**src/rtl/adf_pkg.sv**
```systemverilog
// shared types, character codes and float constants for the decimal text to float32 converter
package adf_pkg;

	typedef enum logic [3:0] {
		DOP_INT_MUL  = 4'd0,
		DOP_INT_ADD  = 4'd1,
		DOP_FRAC_MUL = 4'd2,
		DOP_FRAC_ADD = 4'd3,
		DOP_DIVS_MUL = 4'd4,
		DOP_FIN_DIV  = 4'd5,
		DOP_FIN_ADD  = 4'd6,
		DOP_POW      = 4'd7,
		DOP_SCALE    = 4'd8
	} dop_t;

	typedef enum logic [1:0] {
		FOP_ADD = 2'd0,
		FOP_MUL = 2'd1,
		FOP_DIV = 2'd2
	} fop_t;

	typedef struct packed {
		logic       start;
		dop_t       op;
		logic       scale_div;
		logic       clear;
		logic       dig_load;
		logic [3:0] dig;
		logic       exp_add;
		logic       v_init;
		logic       pow_init;
		logic       out_load;
		logic       out_neg;
	} dp_cmd_t;

	typedef struct packed {
		logic done;
		logic pow_zero;
		logic p_inf;
	} dp_sts_t;

	localparam logic [7:0] CH_SPACE = 8'h20;
	localparam logic [7:0] CH_TAB   = 8'h09;
	localparam logic [7:0] CH_MINUS = 8'h2D;
	localparam logic [7:0] CH_PLUS  = 8'h2B;
	localparam logic [7:0] CH_DOT   = 8'h2E;
	localparam logic [7:0] CH_E_LO  = 8'h65;
	localparam logic [7:0] CH_E_UP  = 8'h45;
	localparam logic [7:0] CH_ZERO  = 8'h30;
	localparam logic [7:0] CH_NINE  = 8'h39;

	localparam logic [31:0] F_ZERO = 32'h0000_0000;
	localparam logic [31:0] F_ONE  = 32'h3F80_0000;
	localparam logic [31:0] F_TEN  = 32'h4120_0000;
	localparam logic [31:0] F_QNAN = 32'h7FC0_0000;
	localparam logic [30:0] F_INF  = 31'h7F80_0000;

	function automatic logic [31:0] digit_to_float(input logic [3:0] d);
		logic [31:0] f;
		case (d)
			4'd1: f = 32'h3F80_0000;
			4'd2: f = 32'h4000_0000;
			4'd3: f = 32'h4040_0000;
			4'd4: f = 32'h4080_0000;
			4'd5: f = 32'h40A0_0000;
			4'd6: f = 32'h40C0_0000;
			4'd7: f = 32'h40E0_0000;
			4'd8: f = 32'h4100_0000;
			4'd9: f = 32'h4110_0000;
			default: f = F_ZERO;
		endcase
		return f;
	endfunction

endpackage

```
**src/rtl/adf_fpu.sv**
```systemverilog
// multi-cycle float32 add, multiply and divide unit with round to nearest even
module adf_fpu
	import adf_pkg::*;
(
	input  logic        clk,
	input  logic        arst_n,
	input  logic        start,
	input  fop_t        op,
	input  logic [31:0] a,
	input  logic [31:0] b,
	output logic        done,
	output logic [31:0] result
);

	typedef enum logic [6:0] {
		F_IDLE = 7'b0000001,
		F_MUL  = 7'b0000010,
		F_ADD  = 7'b0000100,
		F_PRE  = 7'b0001000,
		F_DIV  = 7'b0010000,
		F_NORM = 7'b0100000,
		F_DONE = 7'b1000000
	} fst_t;

	fst_t st_q, st_d;

	logic        sa, sb, a_nan, b_nan, a_inf, b_inf, a_zero, b_zero;
	logic [23:0] ma, mb;
	logic signed [11:0] ea, eb;
	logic        spec;
	logic [31:0] spec_val;
	logic        a_big;

	logic [23:0] ma_q, mb_q;
	logic signed [11:0] ex_q, eb_q, ne_q;
	logic        sign_q, sub_q, nst_q;
	logic [7:0]  d_q;
	logic [49:0] nm_q;
	logic [24:0] r_q;
	logic [5:0]  cnt_q;
	logic [31:0] res_q;

	logic [47:0] prod;
	logic [49:0] sx, sh, bx;
	logic        stk;
	logic [50:0] sum;
	logic        ge;
	logic [24:0] rd;
	logic        g, st_b, rnd;
	logic [7:0]  ef;
	logic [30:0] packed_v;

	// operand unpack
	assign sa     = a[31];
	assign sb     = b[31];
	assign a_nan  = (a[30:23] == 8'hFF) && (a[22:0] != 23'd0);
	assign b_nan  = (b[30:23] == 8'hFF) && (b[22:0] != 23'd0);
	assign a_inf  = (a[30:23] == 8'hFF) && (a[22:0] == 23'd0);
	assign b_inf  = (b[30:23] == 8'hFF) && (b[22:0] == 23'd0);
	assign a_zero = (a[30:0] == 31'd0);
	assign b_zero = (b[30:0] == 31'd0);
	assign ma     = {(a[30:23] != 8'd0), a[22:0]};
	assign mb     = {(b[30:23] != 8'd0), b[22:0]};
	assign ea     = {4'd0, (a[30:23] == 8'd0) ? 8'd1 : a[30:23]};
	assign eb     = {4'd0, (b[30:23] == 8'd0) ? 8'd1 : b[30:23]};
	assign a_big  = (a[30:0] >= b[30:0]);

	always_comb begin
		spec     = 1'b0;
		spec_val = F_ZERO;
		case (op)
			FOP_MUL: begin
				if (a_nan || b_nan || (a_inf && b_zero) || (a_zero && b_inf)) begin
					spec     = 1'b1;
					spec_val = F_QNAN;
				end else if (a_inf || b_inf) begin
					spec     = 1'b1;
					spec_val = {sa ^ sb, F_INF};
				end else if (a_zero || b_zero) begin
					spec     = 1'b1;
					spec_val = {sa ^ sb, 31'd0};
				end
			end
			FOP_DIV: begin
				if (a_nan || b_nan || (a_zero && b_zero) || (a_inf && b_inf)) begin
					spec     = 1'b1;
					spec_val = F_QNAN;
				end else if (a_inf || b_zero) begin
					spec     = 1'b1;
					spec_val = {sa ^ sb, F_INF};
				end else if (a_zero || b_inf) begin
					spec     = 1'b1;
					spec_val = {sa ^ sb, 31'd0};
				end
			end
			FOP_ADD: begin
				if (a_nan || b_nan || (a_inf && b_inf && (sa != sb))) begin
					spec     = 1'b1;
					spec_val = F_QNAN;
				end else if (a_inf) begin
					spec     = 1'b1;
					spec_val = a;
				end else if (b_inf) begin
					spec     = 1'b1;
					spec_val = b;
				end else if (a_zero && b_zero) begin
					spec     = 1'b1;
					spec_val = {sa & sb, 31'd0};
				end
			end
			default: begin
				spec     = 1'b1;
				spec_val = F_QNAN;
			end
		endcase
	end

	// product
	assign prod = 48'(ma_q) * 48'(mb_q);

	// alignment and add
	assign sx = {1'b0, mb_q, 25'd0};
	assign bx = {1'b0, ma_q, 25'd0};
	always_comb begin
		if (d_q >= 8'd50) begin
			sh  = 50'd0;
			stk = |mb_q;
		end else begin
			sh  = sx >> d_q;
			stk = |(sx & ~({50{1'b1}} << d_q));
		end
		if (sub_q) begin
			sum = {bx, 1'b0} - {sh, stk};
		end else begin
			sum = {bx, 1'b0} + {sh, stk};
		end
	end

	// restoring divide step
	assign ge = (r_q >= {1'b0, mb_q});
	assign rd = ge ? (r_q - {1'b0, mb_q}) : r_q;

	// rounding
	assign g        = nm_q[24];
	assign st_b     = (|nm_q[23:0]) | nst_q;
	assign rnd      = g & (st_b | nm_q[25]);
	assign ef       = nm_q[48] ? ne_q[7:0] : 8'd0;
	assign packed_v = {ef, nm_q[47:25]} + {30'd0, rnd};

	always_comb begin
		st_d = st_q;
		case (st_q)
			F_IDLE: begin
				if (start) begin
					if (spec) begin
						st_d = F_DONE;
					end else begin
						case (op)
							FOP_MUL: st_d = F_MUL;
							FOP_ADD: st_d = F_ADD;
							default: st_d = F_PRE;
						endcase
					end
				end
			end
			F_MUL:  st_d = F_NORM;
			F_ADD:  st_d = F_NORM;
			F_PRE: begin
				if (ma_q[23] && mb_q[23]) begin
					st_d = F_DIV;
				end
			end
			F_DIV: begin
				if (cnt_q == 6'd0) begin
					st_d = F_NORM;
				end
			end
			F_NORM: begin
				if ((nm_q == 50'd0) && !nst_q) begin
					st_d = F_DONE;
				end else if (!(ne_q < -12'sd30) && !nm_q[49] && !(ne_q < 12'sd1)
					&& !(!nm_q[48] && (ne_q > 12'sd1))) begin
					st_d = F_DONE;
				end
			end
			F_DONE:  st_d = F_IDLE;
			default: st_d = F_IDLE;
		endcase
	end

	always_ff @(posedge clk or negedge arst_n) begin
		if (!arst_n) begin
			st_q <= F_IDLE;
		end else begin
			st_q <= st_d;
		end
	end

	always_ff @(posedge clk) begin
		case (st_q)
			F_IDLE: begin
				if (start) begin
					if (spec) begin
						res_q <= spec_val;
					end else begin
						case (op)
							FOP_MUL: begin
								ma_q   <= ma;
								mb_q   <= mb;
								ne_q   <= ea + eb - 12'sd127;
								sign_q <= sa ^ sb;
							end
							FOP_ADD: begin
								ma_q   <= a_big ? ma : mb;
								mb_q   <= a_big ? mb : ma;
								ne_q   <= a_big ? ea : eb;
								d_q    <= a_big ? (ea[7:0] - eb[7:0]) : (eb[7:0] - ea[7:0]);
								sub_q  <= sa ^ sb;
								sign_q <= a_big ? sa : sb;
							end
							default: begin
								ma_q   <= ma;
								mb_q   <= mb;
								ex_q   <= ea;
								eb_q   <= eb;
								sign_q <= sa ^ sb;
							end
						endcase
					end
				end
			end
			F_MUL: begin
				nm_q  <= {prod, 2'b00};
				nst_q <= 1'b0;
			end
			F_ADD: begin
				nm_q  <= sum[50:1];
				nst_q <= sum[0];
			end
			F_PRE: begin
				if (!ma_q[23]) begin
					ma_q <= {ma_q[22:0], 1'b0};
					ex_q <= ex_q - 12'sd1;
				end else if (!mb_q[23]) begin
					mb_q <= {mb_q[22:0], 1'b0};
					eb_q <= eb_q - 12'sd1;
				end else begin
					r_q   <= {1'b0, ma_q};
					ne_q  <= ex_q - eb_q + 12'sd126;
					cnt_q <= 6'd49;
					nm_q  <= 50'd0;
				end
			end
			F_DIV: begin
				r_q   <= {rd[23:0], 1'b0};
				nm_q  <= {nm_q[48:0], ge};
				cnt_q <= cnt_q - 6'd1;
				nst_q <= (rd != 25'd0);
			end
			F_NORM: begin
				if ((nm_q == 50'd0) && !nst_q) begin
					res_q <= F_ZERO;
				end else if (ne_q < -12'sd30) begin
					// far below the smallest subnormal
					nm_q  <= 50'd0;
					nst_q <= 1'b1;
					ne_q  <= 12'sd1;
				end else if (nm_q[49] || (ne_q < 12'sd1)) begin
					nm_q  <= {1'b0, nm_q[49:1]};
					nst_q <= nst_q | nm_q[0];
					ne_q  <= ne_q + 12'sd1;
				end else if (!nm_q[48] && (ne_q > 12'sd1)) begin
					nm_q <= {nm_q[48:0], 1'b0};
					ne_q <= ne_q - 12'sd1;
				end else if (ne_q > 12'sd254) begin
					res_q <= {sign_q, F_INF};
				end else begin
					res_q <= {sign_q, packed_v};
				end
			end
			default: begin
			end
		endcase
	end

	assign done   = (st_q == F_DONE);
	assign result = res_q;

endmodule

```
**src/rtl/adf_datapath.sv**
```systemverilog
// accumulator registers, exponent counter, power register and float unit of the converter
module adf_datapath
	import adf_pkg::*;
(
	input  logic        clk,
	input  logic        arst_n,
	input  dp_cmd_t     cmd,
	output dp_sts_t     sts,
	output logic [31:0] value_bits
);

	logic [31:0] int_q, frac_q, divs_q, v_q, p_q, out_q;
	logic [7:0]  exp_q, cnt_q;
	logic [3:0]  dig_q;
	logic [31:0] dig_f;
	logic [31:0] opa, opb, fres;
	fop_t        fop;
	logic        fdone;
	logic [11:0] ev;
	logic        v_nan;

	assign dig_f = digit_to_float(dig_q);

	always_comb begin
		opa = int_q;
		opb = F_TEN;
		fop = FOP_MUL;
		case (cmd.op)
			DOP_INT_MUL: begin
				opa = int_q;
				opb = F_TEN;
				fop = FOP_MUL;
			end
			DOP_INT_ADD: begin
				opa = int_q;
				opb = dig_f;
				fop = FOP_ADD;
			end
			DOP_FRAC_MUL: begin
				opa = frac_q;
				opb = F_TEN;
				fop = FOP_MUL;
			end
			DOP_FRAC_ADD: begin
				opa = frac_q;
				opb = dig_f;
				fop = FOP_ADD;
			end
			DOP_DIVS_MUL: begin
				opa = divs_q;
				opb = F_TEN;
				fop = FOP_MUL;
			end
			DOP_FIN_DIV: begin
				opa = frac_q;
				opb = divs_q;
				fop = FOP_DIV;
			end
			DOP_FIN_ADD: begin
				opa = int_q;
				opb = v_q;
				fop = FOP_ADD;
			end
			DOP_POW: begin
				opa = p_q;
				opb = F_TEN;
				fop = FOP_MUL;
			end
			DOP_SCALE: begin
				opa = v_q;
				opb = p_q;
				fop = cmd.scale_div ? FOP_DIV : FOP_MUL;
			end
			default: begin
			end
		endcase
	end

	adf_fpu u_fpu (
		.clk    (clk),
		.arst_n (arst_n),
		.start  (cmd.start),
		.op     (fop),
		.a      (opa),
		.b      (opb),
		.done   (fdone),
		.result (fres)
	);

	// exponent digits, saturating at 255
	assign ev = ({4'd0, exp_q} << 3) + ({4'd0, exp_q} << 1) + {8'd0, cmd.dig};

	always_ff @(posedge clk or negedge arst_n) begin
		if (!arst_n) begin
			int_q  <= F_ZERO;
			frac_q <= F_ZERO;
			divs_q <= F_ONE;
			exp_q  <= 8'd0;
		end else if (cmd.clear) begin
			int_q  <= F_ZERO;
			frac_q <= F_ZERO;
			divs_q <= F_ONE;
			exp_q  <= 8'd0;
		end else begin
			if (cmd.exp_add) begin
				exp_q <= (ev > 12'd255) ? 8'hFF : ev[7:0];
			end
			if (fdone) begin
				case (cmd.op)
					DOP_INT_MUL, DOP_INT_ADD:   int_q  <= fres;
					DOP_FRAC_MUL, DOP_FRAC_ADD: frac_q <= fres;
					DOP_DIVS_MUL:               divs_q <= fres;
					default: begin
					end
				endcase
			end
		end
	end

	assign v_nan = (v_q[30:23] == 8'hFF) && (v_q[22:0] != 23'd0);

	always_ff @(posedge clk) begin
		if (cmd.dig_load) begin
			dig_q <= cmd.dig;
		end
		if (cmd.v_init) begin
			v_q <= int_q;
		end
		if (cmd.pow_init) begin
			p_q   <= F_ONE;
			cnt_q <= exp_q;
		end
		if (fdone) begin
			case (cmd.op)
				DOP_FIN_DIV, DOP_FIN_ADD, DOP_SCALE: v_q <= fres;
				DOP_POW: begin
					p_q   <= fres;
					cnt_q <= cnt_q - 8'd1;
				end
				default: begin
				end
			endcase
		end
		if (cmd.out_load) begin
			out_q <= v_nan ? F_QNAN : {v_q[31] ^ cmd.out_neg, v_q[30:0]};
		end
	end

	assign sts.done     = fdone;
	assign sts.pow_zero = (cnt_q == 8'd0);
	assign sts.p_inf    = (p_q[30:0] == F_INF);
	assign value_bits   = out_q;

endmodule

```
**src/rtl/adf_ctrl.sv**
```systemverilog
// parse phase tracking and operation sequencer of the converter
module adf_ctrl
	import adf_pkg::*;
(
	input  logic       clk,
	input  logic       arst_n,
	input  logic       char_valid,
	output logic       char_stall,
	input  logic [7:0] char_code,
	input  logic       is_last,
	output logic       value_valid,
	input  logic       value_stall,
	output dp_cmd_t    cmd,
	input  dp_sts_t    sts
);

	typedef enum logic [5:0] {
		S_IDLE = 6'b000001,
		S_OP   = 6'b000010,
		S_FIN  = 6'b000100,
		S_EXP  = 6'b001000,
		S_PCHK = 6'b010000,
		S_OUT  = 6'b100000
	} st_t;

	typedef enum logic [5:0] {
		PH_SPACE   = 6'b000001,
		PH_INT     = 6'b000010,
		PH_FRAC    = 6'b000100,
		PH_EXPSIGN = 6'b001000,
		PH_EXPDIG  = 6'b010000,
		PH_DONE    = 6'b100000
	} ph_t;

	st_t  st_q, st_d;
	ph_t  ph_q, ph_d;
	dop_t op_q, op_d;
	logic issued_q, issued_d, last_q, last_d;
	logic mneg_q, mneg_d, fseen_q, fseen_d, eneg_q, eneg_d, edig_q, edig_d;
	logic out_valid_q;
	logic acc, go, out_free;
	logic is_dig, is_e, is_sp, is_minus, is_plus, is_dot, int_act;

	assign acc      = char_valid && (st_q == S_IDLE);
	assign out_free = !out_valid_q || !value_stall;

	assign is_dig   = (char_code >= CH_ZERO) && (char_code <= CH_NINE);
	assign is_e     = (char_code == CH_E_LO) || (char_code == CH_E_UP);
	assign is_sp    = (char_code == CH_SPACE) || (char_code == CH_TAB);
	assign is_minus = (char_code == CH_MINUS);
	assign is_plus  = (char_code == CH_PLUS);
	assign is_dot   = (char_code == CH_DOT);
	assign int_act  = (ph_q == PH_INT)
		|| ((ph_q == PH_SPACE) && !is_sp && !is_minus && !is_plus);

	always_comb begin
		st_d          = st_q;
		ph_d          = ph_q;
		op_d          = op_q;
		issued_d      = issued_q;
		last_d        = last_q;
		mneg_d        = mneg_q;
		fseen_d       = fseen_q;
		eneg_d        = eneg_q;
		edig_d        = edig_q;
		go            = 1'b0;
		cmd           = '0;
		cmd.op        = op_q;
		cmd.scale_div = eneg_q;
		cmd.dig       = char_code[3:0];
		cmd.out_neg   = mneg_q;
		case (st_q)
			S_IDLE: begin
				if (acc) begin
					if (int_act) begin
						ph_d = PH_INT;
						if (is_dig) begin
							go   = 1'b1;
							op_d = DOP_INT_MUL;
						end else if (is_dot) begin
							fseen_d = 1'b1;
							ph_d    = PH_FRAC;
						end else if (is_e) begin
							ph_d = PH_EXPSIGN;
						end else begin
							ph_d = PH_DONE;
						end
					end else begin
						case (ph_q)
							PH_SPACE: begin
								if (is_minus) begin
									mneg_d = 1'b1;
									ph_d   = PH_INT;
								end else if (is_plus) begin
									ph_d = PH_INT;
								end
							end
							PH_FRAC: begin
								if (is_dig) begin
									go   = 1'b1;
									op_d = DOP_FRAC_MUL;
								end else if (is_e) begin
									ph_d = PH_EXPSIGN;
								end else begin
									ph_d = PH_DONE;
								end
							end
							PH_EXPSIGN: begin
								if (is_minus) begin
									eneg_d = 1'b1;
									ph_d   = PH_EXPDIG;
								end else if (is_plus) begin
									ph_d = PH_EXPDIG;
								end else if (is_dig) begin
									cmd.exp_add = 1'b1;
									edig_d      = 1'b1;
									ph_d        = PH_EXPDIG;
								end else begin
									ph_d = PH_DONE;
								end
							end
							PH_EXPDIG: begin
								if (is_dig) begin
									cmd.exp_add = 1'b1;
									edig_d      = 1'b1;
								end else begin
									ph_d = PH_DONE;
								end
							end
							default: begin
							end
						endcase
					end
					if (go) begin
						cmd.dig_load = 1'b1;
						st_d         = S_OP;
						issued_d     = 1'b0;
						last_d       = is_last;
					end else if (is_last) begin
						st_d = S_FIN;
					end
				end
			end
			S_OP: begin
				cmd.start = !issued_q;
				issued_d  = 1'b1;
				if (sts.done) begin
					issued_d = 1'b0;
					case (op_q)
						DOP_INT_MUL:  op_d = DOP_INT_ADD;
						DOP_FRAC_MUL: op_d = DOP_FRAC_ADD;
						DOP_FRAC_ADD: op_d = DOP_DIVS_MUL;
						DOP_INT_ADD, DOP_DIVS_MUL: st_d = last_q ? S_FIN : S_IDLE;
						DOP_FIN_DIV:  op_d = DOP_FIN_ADD;
						DOP_FIN_ADD:  st_d = S_EXP;
						DOP_POW:      st_d = S_PCHK;
						default:      st_d = S_OUT;
					endcase
				end
			end
			S_FIN: begin
				if (fseen_q) begin
					op_d = DOP_FIN_DIV;
					st_d = S_OP;
				end else begin
					cmd.v_init = 1'b1;
					st_d       = S_EXP;
				end
			end
			S_EXP: begin
				if (edig_q) begin
					cmd.pow_init = 1'b1;
					st_d         = S_PCHK;
				end else begin
					st_d = S_OUT;
				end
			end
			S_PCHK: begin
				op_d = (sts.pow_zero || sts.p_inf) ? DOP_SCALE : DOP_POW;
				st_d = S_OP;
			end
			S_OUT: begin
				if (out_free) begin
					cmd.out_load = 1'b1;
					cmd.clear    = 1'b1;
					ph_d         = PH_SPACE;
					mneg_d       = 1'b0;
					fseen_d      = 1'b0;
					eneg_d       = 1'b0;
					edig_d       = 1'b0;
					last_d       = 1'b0;
					st_d         = S_IDLE;
				end
			end
			default: st_d = S_IDLE;
		endcase
	end

	always_ff @(posedge clk or negedge arst_n) begin
		if (!arst_n) begin
			st_q        <= S_IDLE;
			ph_q        <= PH_SPACE;
			op_q        <= DOP_INT_MUL;
			issued_q    <= 1'b0;
			last_q      <= 1'b0;
			mneg_q      <= 1'b0;
			fseen_q     <= 1'b0;
			eneg_q      <= 1'b0;
			edig_q      <= 1'b0;
			out_valid_q <= 1'b0;
		end else begin
			st_q     <= st_d;
			ph_q     <= ph_d;
			op_q     <= op_d;
			issued_q <= issued_d;
			last_q   <= last_d;
			mneg_q   <= mneg_d;
			fseen_q  <= fseen_d;
			eneg_q   <= eneg_d;
			edig_q   <= edig_d;
			if (cmd.out_load) begin
				out_valid_q <= 1'b1;
			end else if (!value_stall) begin
				out_valid_q <= 1'b0;
			end
		end
	end

	assign char_stall  = (st_q != S_IDLE);
	assign value_valid = out_valid_q;

`ifndef SYNTHESIS
	a_done_in_op: assert property (@(posedge clk) disable iff (!arst_n)
		sts.done |-> (st_q == S_OP))
		else $error("float unit finished outside an operation");
	a_last_leaves_idle: assert property (@(posedge clk) disable iff (!arst_n)
		(char_valid && !char_stall && is_last) |=> (st_q != S_IDLE))
		else $error("last request did not start a result");
	a_load_when_free: assert property (@(posedge clk) disable iff (!arst_n)
		cmd.out_load |-> (!out_valid_q || !value_stall))
		else $error("result overwritten before taken");
`endif

endmodule

```
**src/rtl/ascii_decimal_to_float32_top.sv**
```systemverilog
// a space, sign, point or exponent character is taken without a float operation
// an integer digit takes two float ops and a fraction digit three, all on the shared unit
// subnormal operands add one-bit normalize steps to an operation
// after the last character: the fraction divide when a point was seen, one multiply per power of ten,
// then a multiply to scale the value, or a divide when the exponent is negative
// reset is asynchronous, active low: back to leading whitespace, accumulators cleared, no result held
module ascii_decimal_to_float32_top
	import adf_pkg::*;
(
	input  logic        clk,
	input  logic        arst_n,
	input  logic        char_valid,
	output logic        char_stall,
	input  logic [7:0]  char_code,
	input  logic        is_last,
	output logic        value_valid,
	input  logic        value_stall,
	output logic [31:0] value_bits
);

	dp_cmd_t cmd;
	dp_sts_t sts;

	adf_ctrl u_ctrl (
		.clk         (clk),
		.arst_n      (arst_n),
		.char_valid  (char_valid),
		.char_stall  (char_stall),
		.char_code   (char_code),
		.is_last     (is_last),
		.value_valid (value_valid),
		.value_stall (value_stall),
		.cmd         (cmd),
		.sts         (sts)
	);

	adf_datapath u_dp (
		.clk        (clk),
		.arst_n     (arst_n),
		.cmd        (cmd),
		.sts        (sts),
		.value_bits (value_bits)
	);

endmodule
```
**config.mk**
```make
export PLATFORM = sky130hd
export DESIGN_NAME = ascii_decimal_to_float32_top
export DESIGN_NICKNAME = d
export VERILOG_FILES = /design/src/rtl/adf_pkg.sv /design/src/rtl/adf_fpu.sv /design/src/rtl/adf_datapath.sv /design/src/rtl/adf_ctrl.sv /design/src/rtl/ascii_decimal_to_float32_top.sv
export SDC_FILE = /design/constraint.sdc
export NUM_CORES = 2
export LEC_CHECK = 0
export ABC_AREA = 0
export BUFFER_PORTS_ARGS = -buffer_cell sky130_fd_sc_hd__buf_2
export CELL_PAD_IN_SITES_DETAIL_PLACEMENT = 0
export CELL_PAD_IN_SITES_GLOBAL_PLACEMENT = 1
export CORE_UTILIZATION = 51
export CTS_CLUSTER_DIAMETER = 200
export DETAILED_ROUTE_END_ITERATION = 7
export HOLD_SLACK_MARGIN = 0.02
export PLACE_DENSITY_LB_ADDON = 0.1
export SLEW_MARGIN = 20
export SYNTH_ARGS = -nofsm -noshare
export SYNTH_HDL_FRONTEND = slang
export SYNTH_SLANG_ARGS = --single-unit
```
**constraint.sdc**
```tcl
create_clock -name clk -period 10.55 [get_ports clk]
set_input_delay 1.5825 -clock clk [delete_from_list [all_inputs] [get_ports clk]]
set_output_delay 1.5825 -clock clk [all_outputs]
set_load 0.01 [all_outputs]
```
==> results.json <==
{
  "post-route-drc-count": 0,
  "switching_share_pct": 22.9,
  "min_period_ps": 8740,
  "nNetsFinal": 7118,
  "crit-reg2reg-capture": "u_dp.u_fpu.nm_q[49]",
  "holdPathEnd": "u_dp.p_q[31]",
  "timing.critical_path.from_type": "flop",
  "place_hpwl_um": 149000,
  "synth-edff-count": 244,
  "grt_start_max_net_pins": 84,
  "combinationalPowerShare_pct": 0.7,
  "syn_area_sq_um": 54100,
  "p_leak_nw": 26.0,
  "tritoncts.num_buffers": 56,
  "dr.pass1.iters": 6,
  "internal_power_mw": 3.13,
  "mappedNetlistNets": 7291,
  "max_freq_ghz": 0.114,
  "drv_slew": 0,
  "sequential_area_share_after_synthesis_pct": 22.7,
  "detail-route-antenna-nets": 0,
  "synthesis.area_per_instance_sq_um": 8.42,
  "synth_commonest_cells": "sky130_fd_sc_hd__nand2_1 (870), sky130_fd_sc_hd__inv_1 (739), sky130_fd_sc_hd__fa_1 (490), sky130_fd_sc_hd__a21oi_1 (457), sky130_fd_sc_hd__nor2_1 (381)",
  "syn_inst": 6433,
  "cts_repair_resize_count": 0,
  "synth-seq-cells": 457,
  "seq_power_share_pct": 46.0,
  "area_growth_pct": 6.60,
  "h-tree-depth": 2,
  "drive_above_1_share_pct": 6.28,
  "layout_setup_ws_ps": 1810,
  "rsz0062_at_grt": "false",
  "cts_max_path_buffers": 3,
  "holdPathStages": 2,
  "setup_viol_count_final": 0,
  "critPathMaxFanout": 26,
  "cp-end-kind": "flop",
  "ctsHoldBuffers": 0,
  "crit-reg2reg-launch": "u_dp.u_fpu.ma_q[7]",
  "drt-vias-per-instance": 6.28,
  "totalWireLength_um": 200000,
  "grt.total_usage_pct": 37.0,
  "post_cts.repair.setup_buffers": 0,
  "via_count": 48300,
  "maximum_vdd_drop_uv": 123,
  "synthesis.yosys.warnings": 0,
  "rr_worst_depth": 27,
  "timing.hold.worst.start": "u_dp.p_q[31]",
  "starting_density_of_the_core_pct": 51.4,
  "boundaryPins": 47,
  "gp_congestion": 0.987,
  "timing.critical_path.arrival_ps": 9180,
  "drtIter0Drc": 4850,
  "floorplan_die_area_sq_um": 107000,
  "criticalPathCategory": "flop to flop",
  "worstSetupStartpoint": "u_dp.u_fpu.ma_q[7]",
  "tightestPinTransition_ps": 1170,
  "route.detailed.wl_per_inst_um": 26.0,
  "post-synth-top-count-cell": "sky130_fd_sc_hd__nand2_1",
  "maxCapViolCount": 0,
  "die_w_um": 328,
  "antenna_found_initial": 8,
  "post_route_skew_ps": 50.8,
  "grt_pass1_wl_um": 301000,
  "die_h_um": 328,
  "path_clk_slew_ps": 70,
  "post_synthesis_async_set_or_reset_flop_share_pct": 29.3,
  "dpl_worst_slack_ps": 1900,
  "synth_flop_type": "sky130_fd_sc_hd__edfxtp_1",
  "timing.setup.tns_ps": 0,
  "post-route-util_pct": 54.8,
  "synth.largest_area_cell": "sky130_fd_sc_hd__fa_1",
  "worst_ep_required_time_ps": 10980,
  "ys_top_cells_by_area": "sky130_fd_sc_hd__fa_1 (18%), sky130_fd_sc_hd__edfxtp_1 (14%), sky130_fd_sc_hd__ha_1 (8.2%)",
  "timing.max_slew.rel_slack_pct": 21.1,
  "final.period_utilization_pct": 82.9,
  "insertion_delay_ps": 690,
  "power_density_nw_per_um2": 70.3,
  "synth.lib_cells_used.distinct": 105,
  "tritoncts_clock_tree": "built",
  "outcome": "finished clean",
  "synth.top_cell.area_share_pct": 18.1,
  "globalRouteOverflowTotal": 0,
  "timing.hold.worst.class": "flop to flop",
  "port_buffers": 46,
  "clock_power_share_pct": 53.4,
  "hold_viol": 0,
  "netSwitchingPower_mw": 0.931,
  "clkSinkCount": 457,
  "r2r_slack_ps": 1810,
  "clockRootBuffer": "sky130_fd_sc_hd__clkbuf_16",
  "coreArea_sq_um": 105000,
  "std_cell_rows": 119,
  "first_global_vias": 47300
}
## per-stage QoR
stage               hold WS, ps  instances  cell area, sq um  power, mW
finish                      484       7700             57700       4.06
global route                509       7699             57700       4.14
CTS                         480       7698             57700       4.08
detailed placement          471       7592             55700       1.93
global placement            458       7592             55700       1.93
floorplan                   446       6433             54100       1.91
## critical path, cell delays in order (launching register included)
cell                       delay [ps]
sky130_fd_sc_hd__edfxtp_1         830
sky130_fd_sc_hd__and2_1           390
sky130_fd_sc_hd__fa_1             530
sky130_fd_sc_hd__inv_1             50
sky130_fd_sc_hd__fa_1             480
sky130_fd_sc_hd__inv_1             50
sky130_fd_sc_hd__fa_1             500
sky130_fd_sc_hd__inv_1             60
sky130_fd_sc_hd__fa_1             530
sky130_fd_sc_hd__inv_1             60
sky130_fd_sc_hd__fa_1             450
sky130_fd_sc_hd__fa_1             520
sky130_fd_sc_hd__inv_1             70
sky130_fd_sc_hd__fa_1             490
sky130_fd_sc_hd__inv_1             40
sky130_fd_sc_hd__ha_1             330
sky130_fd_sc_hd__nand2_1          120
sky130_fd_sc_hd__o21ai_0          120
sky130_fd_sc_hd__nor4_1           310
sky130_fd_sc_hd__nor4b_1          110
sky130_fd_sc_hd__a311o_1          370
sky130_fd_sc_hd__a21oi_1          400
sky130_fd_sc_hd__o221ai_1         270
sky130_fd_sc_hd__a41o_1           350
sky130_fd_sc_hd__a31oi_1          320
sky130_fd_sc_hd__o21ai_0          150
sky130_fd_sc_hd__a211o_1          300
sky130_fd_sc_hd__a211o_1          290
## logic make-up (layout without fill, tap and decap cells)
kind of cell | after synthesis | in the layout | synth area share (%)
simple gates | 2218 | 2218 | 19.7
compound gates | 1433 | 1433 | 17.5
buf+inv | 1160 | 1035 | 8.22
fa+ha+maj | 846 | 846 | 26.3
flops | 457 | 457 | 22.7
xor+xnor | 192 | 192 | 3.11
mux | 127 | 127 | 2.48
other cells | 0 | 1 | 0
## state kept, by name, summed over array words and instances, names as in the netlist, 24 cells and up
register           flops
u_dp.u_fpu.result     32
u_dp.p_q              32
u_dp.divs_q           32
u_dp.u_fpu.r_q        25
u_dp.u_fpu.ma_q       24
u_dp.v_q              32
u_dp.frac_q           32
u_dp.u_fpu.nm_q       50
u_dp.u_fpu.mb_q       24
u_dp.int_q            32
u_dp.value_bits       32
## cell type report
type | instances | area [sq um]
Multi-Input combinational cell | 4816 | 37600
Timing Repair Buffer | 188 | 1310
Tap cell | 1391 | 1740
Clock inverter | 33 | 367
Sequential cell | 457 | 12300
Inverter | 741 | 2780
Antenna cell | 1 | 2.50
Fill cell | 9956 | 47500
Clock buffer | 73 | 1680
## how the worst max path moves through the flow
stage | endpoint | slack [ps] | cells after the start
after floorplan | u_dp.u_fpu.nm_q[49] | 2750 | 27
final | u_dp.u_fpu.nm_q[49] | 1810 | 27
after detailed placement | u_dp.u_fpu.nm_q[49] | 1900 | 26
after global routing | u_dp.u_fpu.nm_q[49] | 1390 | 27
after CTS | u_dp.u_fpu.nm_q[49] | 1830 | 28
after global placement | u_dp.u_fpu.nm_q[49] | 2010 | 26
## power by group through the flow
stage          logic, mW  registers (mW)  clock network (mW)
2_1_floorplan    0.00991            1.90                   0
3_3_place_gp      0.0287            1.90                   0
3_5_place_dp      0.0289            1.90                   0
4_1_cts           0.0289            1.87                2.18
5_1_grt           0.0323            1.86                2.24
6_report          0.0281            1.87                2.17
## cells in the final DEF (no fill, tap or decap), drive strengths merged, types with 23 or more instances in the layout
master | Yosys | final
clkbuf | 346 | 73
nand3 | 152 | 152
a22oi | 63 | 63
a21o | 68 | 68
nor4 | 64 | 64
and2 | 336 | 336
o21ai | 268 | 268
a222oi | 42 | 42
mux2i | 105 | 105
dfrtp | 124 | 124
inv | 739 | 745
o311ai | 39 | 39
or3 | 24 | 24
fa | 490 | 490
o22ai | 43 | 43
xnor2 | 135 | 135
nor2b | 52 | 52
a21oi | 457 | 457
buf | 73 | 188
nor2 | 381 | 381
nand4 | 43 | 43
o21bai | 30 | 30
o211a | 23 | 23
nand3b | 38 | 38
a31oi | 44 | 44
o21a | 33 | 33
ha | 355 | 355
xor2 | 57 | 57
nand2b | 37 | 37
a22o | 44 | 44
o211ai | 33 | 33
a221oi | 23 | 23
nand2 | 871 | 871
and3 | 42 | 42
nor3 | 78 | 78
o221ai | 31 | 31
o31ai | 48 | 48
edfxtp | 244 | 244
dfxtp | 79 | 79
## layer usage
metal	share of wire, %	vias up	GRT usage [%]	routed length (um)
met5	0.013	-	0	27
met4	5.2	4	16.8	10300
met3	7.9	467	5.57	15700
met2	47	2210	61.0	94100
met1	40	24000	47.9	80000
li1	-	21600	-	-
No activity file was read; power rests on OpenSTA's default activity.
